**src/rtl/hpc_pkg.sv**
```systemverilog
// ----------------------------------------------------------------------------
// hpc_pkg: shared types and code tables for the HPACK Huffman codec
// Canonical code ROMs: symbol to rank, rank to symbol, first rank and first
// code of each code length, plus the code-minus-rank offset of each length.
// ----------------------------------------------------------------------------
package hpc_pkg;

	localparam int LENGTH_SLOTS = 31;
	localparam int SYMBOL_COUNT = 256;
	localparam int MAX_LEN      = 30;
	localparam int MIN_LEN      = 5;

	typedef logic [4:0]  len_t;
	typedef logic [7:0]  byte_t;
	typedef logic [29:0] win_t;

	localparam logic OP_ENCODE = 1'b0;
	localparam logic OP_DECODE = 1'b1;

	localparam len_t LEN_MAX = len_t'(MAX_LEN);

	// Item moving from length search to code arithmetic
	typedef struct packed {
		logic op;
		len_t len;
		win_t operand;  // shifted window on decode, rank on encode
	} stage_t;

	localparam byte_t RANK_TO_SYM [SYMBOL_COUNT] = '{
		8'd48, 8'd49, 8'd50, 8'd97, 8'd99, 8'd101, 8'd105, 8'd111, 8'd115, 8'd116,
		8'd32, 8'd37, 8'd45, 8'd46, 8'd47, 8'd51, 8'd52, 8'd53, 8'd54, 8'd55,
		8'd56, 8'd57, 8'd61, 8'd65, 8'd95, 8'd98, 8'd100, 8'd102, 8'd103, 8'd104,
		8'd108, 8'd109, 8'd110, 8'd112, 8'd114, 8'd117, 8'd58, 8'd66, 8'd67, 8'd68,
		8'd69, 8'd70, 8'd71, 8'd72, 8'd73, 8'd74, 8'd75, 8'd76, 8'd77, 8'd78,
		8'd79, 8'd80, 8'd81, 8'd82, 8'd83, 8'd84, 8'd85, 8'd86, 8'd87, 8'd89,
		8'd106, 8'd107, 8'd113, 8'd118, 8'd119, 8'd120, 8'd121, 8'd122, 8'd38, 8'd42,
		8'd44, 8'd59, 8'd88, 8'd90, 8'd33, 8'd34, 8'd40, 8'd41, 8'd63, 8'd39,
		8'd43, 8'd124, 8'd35, 8'd62, 8'd0, 8'd36, 8'd64, 8'd91, 8'd93, 8'd126,
		8'd94, 8'd125, 8'd60, 8'd96, 8'd123, 8'd92, 8'd195, 8'd208, 8'd128, 8'd130,
		8'd131, 8'd162, 8'd184, 8'd194, 8'd224, 8'd226, 8'd153, 8'd161, 8'd167, 8'd172,
		8'd176, 8'd177, 8'd179, 8'd209, 8'd216, 8'd217, 8'd227, 8'd229, 8'd230, 8'd129,
		8'd132, 8'd133, 8'd134, 8'd136, 8'd146, 8'd154, 8'd156, 8'd160, 8'd163, 8'd164,
		8'd169, 8'd170, 8'd173, 8'd178, 8'd181, 8'd185, 8'd186, 8'd187, 8'd189, 8'd190,
		8'd196, 8'd198, 8'd228, 8'd232, 8'd233, 8'd1, 8'd135, 8'd137, 8'd138, 8'd139,
		8'd140, 8'd141, 8'd143, 8'd147, 8'd149, 8'd150, 8'd151, 8'd152, 8'd155, 8'd157,
		8'd158, 8'd165, 8'd166, 8'd168, 8'd174, 8'd175, 8'd180, 8'd182, 8'd183, 8'd188,
		8'd191, 8'd197, 8'd231, 8'd239, 8'd9, 8'd142, 8'd144, 8'd145, 8'd148, 8'd159,
		8'd171, 8'd206, 8'd215, 8'd225, 8'd236, 8'd237, 8'd199, 8'd207, 8'd234, 8'd235,
		8'd192, 8'd193, 8'd200, 8'd201, 8'd202, 8'd205, 8'd210, 8'd213, 8'd218, 8'd219,
		8'd238, 8'd240, 8'd242, 8'd243, 8'd255, 8'd203, 8'd204, 8'd211, 8'd212, 8'd214,
		8'd221, 8'd222, 8'd223, 8'd241, 8'd244, 8'd245, 8'd246, 8'd247, 8'd248, 8'd250,
		8'd251, 8'd252, 8'd253, 8'd254, 8'd2, 8'd3, 8'd4, 8'd5, 8'd6, 8'd7,
		8'd8, 8'd11, 8'd12, 8'd14, 8'd15, 8'd16, 8'd17, 8'd18, 8'd19, 8'd20,
		8'd21, 8'd23, 8'd24, 8'd25, 8'd26, 8'd27, 8'd28, 8'd29, 8'd30, 8'd31,
		8'd127, 8'd220, 8'd249, 8'd10, 8'd13, 8'd22
	};

	localparam byte_t SYM_TO_RANK [SYMBOL_COUNT] = '{
		8'd84, 8'd145, 8'd224, 8'd225, 8'd226, 8'd227, 8'd228, 8'd229, 8'd230, 8'd174,
		8'd253, 8'd231, 8'd232, 8'd254, 8'd233, 8'd234, 8'd235, 8'd236, 8'd237, 8'd238,
		8'd239, 8'd240, 8'd255, 8'd241, 8'd242, 8'd243, 8'd244, 8'd245, 8'd246, 8'd247,
		8'd248, 8'd249, 8'd10, 8'd74, 8'd75, 8'd82, 8'd85, 8'd11, 8'd68, 8'd79,
		8'd76, 8'd77, 8'd69, 8'd80, 8'd70, 8'd12, 8'd13, 8'd14, 8'd0, 8'd1,
		8'd2, 8'd15, 8'd16, 8'd17, 8'd18, 8'd19, 8'd20, 8'd21, 8'd36, 8'd71,
		8'd92, 8'd22, 8'd83, 8'd78, 8'd86, 8'd23, 8'd37, 8'd38, 8'd39, 8'd40,
		8'd41, 8'd42, 8'd43, 8'd44, 8'd45, 8'd46, 8'd47, 8'd48, 8'd49, 8'd50,
		8'd51, 8'd52, 8'd53, 8'd54, 8'd55, 8'd56, 8'd57, 8'd58, 8'd72, 8'd59,
		8'd73, 8'd87, 8'd95, 8'd88, 8'd90, 8'd24, 8'd93, 8'd3, 8'd25, 8'd4,
		8'd26, 8'd5, 8'd27, 8'd28, 8'd29, 8'd6, 8'd60, 8'd61, 8'd30, 8'd31,
		8'd32, 8'd7, 8'd33, 8'd62, 8'd34, 8'd8, 8'd9, 8'd35, 8'd63, 8'd64,
		8'd65, 8'd66, 8'd67, 8'd94, 8'd81, 8'd91, 8'd89, 8'd250, 8'd98, 8'd119,
		8'd99, 8'd100, 8'd120, 8'd121, 8'd122, 8'd146, 8'd123, 8'd147, 8'd148, 8'd149,
		8'd150, 8'd151, 8'd175, 8'd152, 8'd176, 8'd177, 8'd124, 8'd153, 8'd178, 8'd154,
		8'd155, 8'd156, 8'd157, 8'd106, 8'd125, 8'd158, 8'd126, 8'd159, 8'd160, 8'd179,
		8'd127, 8'd107, 8'd101, 8'd128, 8'd129, 8'd161, 8'd162, 8'd108, 8'd163, 8'd130,
		8'd131, 8'd180, 8'd109, 8'd132, 8'd164, 8'd165, 8'd110, 8'd111, 8'd133, 8'd112,
		8'd166, 8'd134, 8'd167, 8'd168, 8'd102, 8'd135, 8'd136, 8'd137, 8'd169, 8'd138,
		8'd139, 8'd170, 8'd190, 8'd191, 8'd103, 8'd96, 8'd140, 8'd171, 8'd141, 8'd186,
		8'd192, 8'd193, 8'd194, 8'd205, 8'd206, 8'd195, 8'd181, 8'd187, 8'd97, 8'd113,
		8'd196, 8'd207, 8'd208, 8'd197, 8'd209, 8'd182, 8'd114, 8'd115, 8'd198, 8'd199,
		8'd251, 8'd210, 8'd211, 8'd212, 8'd104, 8'd183, 8'd105, 8'd116, 8'd142, 8'd117,
		8'd118, 8'd172, 8'd143, 8'd144, 8'd188, 8'd189, 8'd184, 8'd185, 8'd200, 8'd173,
		8'd201, 8'd213, 8'd202, 8'd203, 8'd214, 8'd215, 8'd216, 8'd217, 8'd218, 8'd252,
		8'd219, 8'd220, 8'd221, 8'd222, 8'd223, 8'd204
	};

	localparam byte_t FIRST_RANK [LENGTH_SLOTS] = '{
		8'd0, 8'd0, 8'd0, 8'd0, 8'd0, 8'd0, 8'd10, 8'd36, 8'd68, 8'd74,
		8'd74, 8'd79, 8'd82, 8'd84, 8'd90, 8'd92, 8'd95, 8'd95, 8'd95, 8'd95,
		8'd98, 8'd106, 8'd119, 8'd145, 8'd174, 8'd186, 8'd190, 8'd205, 8'd224, 8'd253,
		8'd253
	};

	localparam win_t FIRST_CODE [LENGTH_SLOTS] = '{
		30'd0, 30'd0, 30'd0, 30'd0, 30'd0, 30'd0, 30'd20, 30'd92, 30'd248, 30'd508,
		30'd1016, 30'd2042, 30'd4090, 30'd8184, 30'd16380, 30'd32764, 30'd65534,
		30'd131068, 30'd262136, 30'd524272, 30'd1048550, 30'd2097116, 30'd4194258,
		30'd8388568, 30'd16777194, 30'd33554412, 30'd67108832, 30'd134217694,
		30'd268435426, 30'd536870910, 30'd1073741820
	};

	// FIRST_CODE minus FIRST_RANK per length: code = rank + offset
	localparam win_t CODE_OFFSET [LENGTH_SLOTS] = '{
		30'd0, 30'd0, 30'd0, 30'd0, 30'd0, 30'd0, 30'd10, 30'd56, 30'd180, 30'd434,
		30'd942, 30'd1963, 30'd4008, 30'd8100, 30'd16290, 30'd32672, 30'd65439,
		30'd130973, 30'd262041, 30'd524177, 30'd1048452, 30'd2097010, 30'd4194139,
		30'd8388423, 30'd16777020, 30'd33554226, 30'd67108642, 30'd134217489,
		30'd268435202, 30'd536870657, 30'd1073741567
	};

endpackage

```
**src/rtl/hpc_len_find.sv**
```systemverilog
// ----------------------------------------------------------------------------
// hpc_len_find: code length search
// Stage 1 looks up the rank of an encode byte and compares a decode window
// against every length bound. Stage 2 picks the length and aligns the code.
// ----------------------------------------------------------------------------
module hpc_len_find (
	input  logic            clk,
	input  logic            arst_n,
	input  logic            req_valid,
	output logic            req_ready,
	input  logic            opcode,
	input  hpc_pkg::byte_t  symbol_in,
	input  hpc_pkg::win_t   bit_window,
	output logic            s2_valid,
	input  logic            s2_ready,
	output hpc_pkg::stage_t s2_data
);
	import hpc_pkg::*;

	logic                       valid_s1;
	logic                       op_s1;
	byte_t                      rank_s1;
	win_t                       win_s1;
	logic [MAX_LEN-1:MIN_LEN]   below_s1;
	logic [MAX_LEN-1:MIN_LEN]   below;
	logic                       valid_s2;
	stage_t                     data_s2;
	logic                       s2_free;
	len_t                       len_enc;
	len_t                       len_dec;
	stage_t                     next_s2;

	assign s2_free   = !valid_s2 || s2_ready;
	assign req_ready = !valid_s1 || s2_free;

	// window below the first code of the next length, moved to the window top
	always_comb begin
		for (int i = MIN_LEN; i < MAX_LEN; i++) begin
			below[i] = bit_window < (FIRST_CODE[i+1] << (MAX_LEN - 1 - i));
		end
	end

	always_ff @(posedge clk or negedge arst_n) begin
		if (!arst_n) begin
			valid_s1 <= 1'b0;
		end else if (req_ready) begin
			valid_s1 <= req_valid;
		end
	end

	always_ff @(posedge clk) begin
		if (req_ready && req_valid) begin
			op_s1    <= opcode;
			rank_s1  <= SYM_TO_RANK[symbol_in];
			win_s1   <= bit_window;
			below_s1 <= below;
		end
	end

	// shortest length that holds the rank or the window
	always_comb begin
		len_enc = LEN_MAX;
		for (int i = MAX_LEN - 1; i > MIN_LEN; i--) begin
			if (rank_s1 < FIRST_RANK[i]) begin
				len_enc = len_t'(i - 1);
			end
		end
		len_dec = LEN_MAX;
		for (int i = MAX_LEN - 1; i >= MIN_LEN; i--) begin
			if (below_s1[i]) begin
				len_dec = len_t'(i);
			end
		end
		next_s2.op = op_s1;
		if (op_s1 == OP_DECODE) begin
			next_s2.len     = len_dec;
			next_s2.operand = win_s1 >> (LEN_MAX - len_dec);
		end else begin
			next_s2.len     = len_enc;
			next_s2.operand = {22'd0, rank_s1};
		end
	end

	always_ff @(posedge clk or negedge arst_n) begin
		if (!arst_n) begin
			valid_s2 <= 1'b0;
		end else if (s2_free) begin
			valid_s2 <= valid_s1;
		end
	end

	always_ff @(posedge clk) begin
		if (s2_free && valid_s1) begin
			data_s2 <= next_s2;
		end
	end

	assign s2_valid = valid_s2;
	assign s2_data  = data_s2;

endmodule

```
**src/rtl/hpc_code_calc.sv**
```systemverilog
// ----------------------------------------------------------------------------
// hpc_code_calc: code and rank arithmetic, symbol lookup
// Stage 3 adds the per-length offset (encode) or takes it off (decode).
// Stage 4 maps a decoded rank to its byte and holds the result for transfer.
// ----------------------------------------------------------------------------
module hpc_code_calc (
	input  logic            clk,
	input  logic            arst_n,
	input  logic            s2_valid,
	output logic            s2_ready,
	input  hpc_pkg::stage_t s2_data,
	output logic            rsp_valid,
	input  logic            rsp_ready,
	output hpc_pkg::byte_t  symbol_out,
	output hpc_pkg::win_t   code_bits,
	output hpc_pkg::len_t   code_length,
	output logic            error
);
	import hpc_pkg::*;

	logic   valid_s3;
	logic   op_s3;
	len_t   len_s3;
	win_t   sum_s3;
	win_t   sum;
	logic   valid_s4;
	byte_t  sym_s4;
	win_t   code_s4;
	len_t   len_s4;
	logic   err_s4;
	logic   s4_free;
	logic   rank_ok;

	assign s4_free  = !valid_s4 || rsp_ready;
	assign s2_ready = !valid_s3 || s4_free;

	always_comb begin
		if (s2_data.op == OP_DECODE) begin
			sum = s2_data.operand - CODE_OFFSET[s2_data.len];
		end else begin
			sum = s2_data.operand + CODE_OFFSET[s2_data.len];
		end
	end

	always_ff @(posedge clk or negedge arst_n) begin
		if (!arst_n) begin
			valid_s3 <= 1'b0;
		end else if (s2_ready) begin
			valid_s3 <= s2_valid;
		end
	end

	always_ff @(posedge clk) begin
		if (s2_ready && s2_valid) begin
			op_s3  <= s2_data.op;
			len_s3 <= s2_data.len;
			sum_s3 <= sum;
		end
	end

	// ranks past the symbol table (end of string) flag an error
	assign rank_ok = (sum_s3[29:8] == 22'd0);

	always_ff @(posedge clk or negedge arst_n) begin
		if (!arst_n) begin
			valid_s4 <= 1'b0;
		end else if (s4_free) begin
			valid_s4 <= valid_s3;
		end
	end

	always_ff @(posedge clk) begin
		if (s4_free && valid_s3) begin
			len_s4 <= len_s3;
			if (op_s3 == OP_DECODE) begin
				sym_s4  <= rank_ok ? RANK_TO_SYM[sum_s3[7:0]] : 8'd0;
				err_s4  <= !rank_ok;
				code_s4 <= '0;
			end else begin
				sym_s4  <= 8'd0;
				err_s4  <= 1'b0;
				code_s4 <= sum_s3;
			end
		end
	end

	assign rsp_valid   = valid_s4;
	assign symbol_out  = sym_s4;
	assign code_bits   = code_s4;
	assign code_length = len_s4;
	assign error       = err_s4;

endmodule

```
**src/rtl/hpack_canonical_huffman_codec.sv**
```systemverilog
// ----------------------------------------------------------------------------
// hpack_canonical_huffman_codec: single-symbol static HPACK Huffman codec
// Path: a request moves through the stage 1, 2, 3 and 4 registers in order, and
// the stage 4 register drives the response.
// Throughput: one item per cycle unless stalled; four register stages, each
// able to advance on its own, so a bubble closes up behind a stalled response.
// Reset: arst_n clears all stage valid bits; the code tables are constant.
// ----------------------------------------------------------------------------
module hpack_canonical_huffman_codec (
	input  logic           clk,
	input  logic           arst_n,
	input  logic           req_valid,
	output logic           req_ready,
	input  logic           opcode,
	input  hpc_pkg::byte_t symbol_in,
	input  hpc_pkg::win_t  bit_window,
	output logic           rsp_valid,
	input  logic           rsp_ready,
	output hpc_pkg::byte_t symbol_out,
	output hpc_pkg::win_t  code_bits,
	output hpc_pkg::len_t  code_length,
	output logic           error
);
	import hpc_pkg::*;

	logic   s2_valid;
	logic   s2_ready;
	stage_t s2_data;

	hpc_len_find u_len_find (
		.clk        (clk),
		.arst_n     (arst_n),
		.req_valid  (req_valid),
		.req_ready  (req_ready),
		.opcode     (opcode),
		.symbol_in  (symbol_in),
		.bit_window (bit_window),
		.s2_valid   (s2_valid),
		.s2_ready   (s2_ready),
		.s2_data    (s2_data)
	);

	hpc_code_calc u_code_calc (
		.clk         (clk),
		.arst_n      (arst_n),
		.s2_valid    (s2_valid),
		.s2_ready    (s2_ready),
		.s2_data     (s2_data),
		.rsp_valid   (rsp_valid),
		.rsp_ready   (rsp_ready),
		.symbol_out  (symbol_out),
		.code_bits   (code_bits),
		.code_length (code_length),
		.error       (error)
	);

	// only the longest length reaches ranks past the table
	a_err_len: assert property (@(posedge clk) disable iff (!arst_n)
		rsp_valid && error |-> code_length == LEN_MAX && symbol_out == 8'd0)
		else $error("error response with short code length or nonzero symbol");

	// an encode result never carries a symbol or an error
	a_enc_clean: assert property (@(posedge clk) disable iff (!arst_n)
		rsp_valid && code_bits != '0 |-> symbol_out == 8'd0 && !error)
		else $error("encode response with symbol or error set");

	// every valid result has a length of at least the shortest code
	a_len_min: assert property (@(posedge clk) disable iff (!arst_n)
		rsp_valid |-> code_length >= len_t'(MIN_LEN))
		else $error("response code length below minimum");

endmodule
```
**config.mk**
```make
export PLATFORM = sky130hd
export DESIGN_NAME = hpack_canonical_huffman_codec
export DESIGN_NICKNAME = d
export VERILOG_FILES = /design/src/rtl/hpc_pkg.sv /design/src/rtl/hpc_len_find.sv /design/src/rtl/hpc_code_calc.sv /design/src/rtl/hpack_canonical_huffman_codec.sv
export SDC_FILE = /design/constraint.sdc
export NUM_CORES = 1
export LEC_CHECK = 0
export BUFFER_PORTS_ARGS = -buffer_cell sky130_fd_sc_hd__buf_2
export CORE_ASPECT_RATIO = 0.75
export CORE_UTILIZATION = 25
export CTS_CLUSTER_SIZE = 16
export DETAILED_ROUTE_END_ITERATION = 8
export GPL_TIMING_DRIVEN = 0
export HOLD_SLACK_MARGIN = 0.15
export PLACE_DENSITY = 0.4
export SLEW_MARGIN = 20
export SYNTH_ARGS = -nofsm -noshare
export SYNTH_HDL_FRONTEND = slang
export SYNTH_SLANG_ARGS = --single-unit
```
**constraint.sdc**
```tcl
create_clock -name clk -period 4.89 [get_ports clk]
set_input_delay 1.467 -clock clk [delete_from_list [all_inputs] [get_ports clk]]
set_output_delay 1.467 -clock clk [all_outputs]
set_load 0.03 [all_outputs]
```
==> metrics.txt <==
Internal Power 4.34 mW; post-synthesis sequential area ratio 34.7%; core area 60800 um2; post-synth net total 1884; worst path cell trace inv_2, ha_4, nor2b_4, nor3b_2, a21oi_2, mux2_4, inv_4, ha_4, nor3b_4, and3_4, a31oi_1, buf_4, buf_4, xor2_1, ha_2, a21o_1, a211o_1, nor3_1, o21ai_1, a211oi_2, buf_4, o31ai_4, o41ai_4, xnor2_2; top_reg_cell synth edfxtp_1; crit-path most repeated cell buf_4; Die ar. 62800 um2; vias per cell 5.63; n_diodes 0; fin cells 2722; Rows 78; Pins Over Slew Limit 0; fmax 0.211 GHz; WL final 62700 um; grt ovf 0; buffers added on ports 84; Synth Cell Area 15500 um2; TritonRoute pass-1 iters 8; Comb power frac 57.5%; Final Hold Fails 0; Synth warnings 0; Worst-path clk slew 0.08 ns; met3 global-route usage 5.24%; Clock Sink Count 179; Max FO, Critical Path 7; critical path startpoint u_len_find.s2_data[31]$_DFFE_PP_; I/O pins 89; pre-CTS WS -0.999 ns; number of buffers created by CTS 17; setup ws final 0.161 ns; crit end category flip-flop; Detail Route Antenna Nets 0; largest net degree at the start of global routing 57; clk_lat worst skew 0.46 ns; Cell Pwr Density 455 nW/um2; DR DRC count 0; commonest non-fill, non-tap cells in the layout 175 x edfxtp_1, 172 x nor2_1, 161 x o21ai_0, 153 x nand2_1, 153 x a21oi_1; actual slew at the worst max-slew pin 0.963 ns; H-tree depth reported by CTS 4; share of post-route cells with drive strength above 1 14.5%; Final period util 96.7%; clock power share 16.2%; switching share of total power 47.5%; Worst EP arrival 4.92 ns; RR Startpoint u_len_find.s2_data[31]$_DFFE_PP_; initial antenna violation count 0; Hold WC Path Type flip-flop to flip-flop; Synth cell types 77; final net count 2022; synthesized instance count 1772; reg2reg path depth 24; CP Buf/Inv Count 5; WL/cell 23.0 um; number of global-route vias before repair 14600; syn_area_per_cell 8.72 um2; Initial Util 25.4%; max-cap violations 0; Peak VDD IR 0.000229 V; final clock skew 0.0156 ns; first-pass GRT wire length 93000 um; Worst setup SP type flip-flop; hold depth 0; Max stage delay on crit path 0.48 ns; setup_tns 0 ns; CP delay by family, top compound AO/OA/AOI/OAI gates; R2R Path End u_code_calc.sum_s3[28]$_DFFE_PP_; Vias 15300; GRT busiest layer met1; asr flop ratio synth 2.23%; met1 usage 29.3%; Root Driver clkbuf_16; DP Cell Count 2661; GP Congestion 0.967; relative slew slack 35.8%; DRT iter0 DRCs 1750; minimum clock period 4.73 ns; Post-synth EDFFs 175; FF-to-FF setup slack 0.16 ns; chip width 289 um; area growth from synthesis to layout 17.5%; Stages on worst setup path 24; outcome finished, final reports clean; WS Path Type flip-flop to flip-flop; Tot GR Track Use 19.6%; chip height 217 um; dpl hpwl 47000 um; crit path to u_code_calc.sum_s3[28]$_DFFE_PP_; Leak 6.42 nW; Net Switching 3.93 mW; met2 Usage GRT 26.7%; fillcell total 6433; Seq pwr share 26.4%; CTS tree built; master of the slowest instance on the critical path edfxtp_1; flops & latches, synth 179; CTS max path bufs 2; Tot Pwr 8.27 mW; Worst Path Required 5.08 ns; # setup viols final 0; commonest non-fill, non-tap cell in the layout edfxtp_1
## worst min path at each step
stage,startpoint,to
floorplan,u_code_calc.len_s3[0]$_DFFE_PP_,u_code_calc.code_length[0]$_DFFE_PP_
global placement,u_code_calc.len_s3[4]$_DFFE_PP_,u_code_calc.code_length[4]$_DFFE_PP_
detailed placement,u_code_calc.len_s3[0]$_DFFE_PP_,u_code_calc.code_length[0]$_DFFE_PP_
finish,u_code_calc.len_s3[0]$_DFFE_PP_,u_code_calc.code_length[0]$_DFFE_PP_
CTS,u_code_calc.len_s3[0]$_DFFE_PP_,u_code_calc.code_length[0]$_DFFE_PP_
global route,u_code_calc.len_s3[0]$_DFFE_PP_,u_code_calc.code_length[0]$_DFFE_PP_
## kinds of logic after synthesis
group                      synth area share (%)
AOI/OAI and AO/OA                          25.1
xor gates and xnor gates                   3.34
adders and majority gates                  5.76
buffers and inverters                      5.09
DFF                                        34.7
muxes                                      9.04
and+or+nand+nor                            17.0
## cells in the mapped netlist, types with 6 or more instances
cell type | instances | area, um2
xnor2_1 | 30 | 263
buf_2 | 10 | 50.1
o31ai_1 | 20 | 150
o2111ai_1 | 8 | 70.1
a21oi_1 | 158 | 791
o22ai_1 | 18 | 113
nor2b_1 | 59 | 369
or3_1 | 7 | 43.8
edfxtp_1 | 175 | 5260
clkbuf_1 | 115 | 432
a31oi_1 | 28 | 175
nor3_1 | 36 | 180
and2_1 | 13 | 81.3
mux2_2 | 8 | 90.1
and3_1 | 14 | 87.6
mux4_2 | 33 | 743
nand2b_1 | 28 | 175
nand4_1 | 9 | 56.3
buf_1 | 25 | 93.8
nand3_1 | 34 | 170
a311oi_1 | 15 | 131
o311ai_0 | 11 | 96.3
o21ai_0 | 167 | 836
nor2_1 | 172 | 646
nor4_1 | 10 | 62.6
mux2i_1 | 51 | 510
inv_1 | 40 | 150
or2_2 | 6 | 37.5
o41ai_1 | 6 | 52.6
o211ai_1 | 37 | 278
a21o_1 | 18 | 135
nand2_1 | 153 | 574
a221oi_1 | 15 | 131
a211oi_1 | 35 | 263
o221ai_1 | 7 | 61.3
o21a_1 | 11 | 82.6
ha_1 | 68 | 851
xor2_1 | 27 | 236
## power by group through the flow
stage	clock, mW	combinational, mW	sequential, mW
floorplan	0	2.80	2.29
global placement	0	4.44	2.23
detailed placement	0	4.35	2.22
CTS	1.38	4.44	2.18
global route	1.43	5.03	2.21
finish	1.34	4.75	2.18
## per-stage QoR
step / cell area [um2] / utilization (%) / hold WS [ns]
finish: 18200 / 29.9 / 0.426
global route: 18200 / 29.9 / 0.430
CTS: 17700 / 29.2 / 0.415
detailed placement: 17000 / 28.0 / 0.409
global placement: 16900 / 27.8 / 0.405
floorplan: 15500 / - / 0.400
## routing by layer
| metal | up-vias | share of wire [%] |
|---|---|---|
| li1 | 6943 | - |
| met1 | 7392 | 47 |
| met2 | 853 | 40 |
| met3 | 133 | 10 |
| met4 | 0 | 2.6 |
| met5 | - | 0 |
## sequential cells by signal, indices dropped and copies added, names as in the netlist, 5 cells and up
| register | flops |
|---|---|
| u_code_calc.sum_s3 | 30 |
| u_code_calc.symbol_out | 8 |
| u_len_find.rank_s1 | 8 |
| u_code_calc.code_bits | 30 |
| u_code_calc.len_s3 | 5 |
| u_len_find.win_s1 | 30 |
| u_len_find.s2_data | 36 |
| u_len_find.below_s1 | 20 |
| u_code_calc.code_length | 5 |
## cell type report
| cell class | count | area, um2 | area share (%) |
|---|---|---|---|
| flip-flops and latches | 179 | 5360 | 29.5 |
| clock buffers | 17 | 425 | 2.34 |
| multi-input cells | 1393 | 9650 | 53.1 |
| repair buffers | 123 | 806 | 4.44 |
| clock inverters | 14 | 130 | 0.716 |
| well taps | 800 | 1000 | 5.51 |
| plain buffers | 151 | 626 | 3.44 |
| inverters | 45 | 175 | 0.964 |
## what timing repair did
action                                  4_1_cts  5_1_grt
hold buffers                                  0        0
setup buffers                                11       23
gates resized for setup                      26       65
pin swaps                                     8       27
endpoints found under the setup margin       23       12
(Power assumes the default switching activity.)
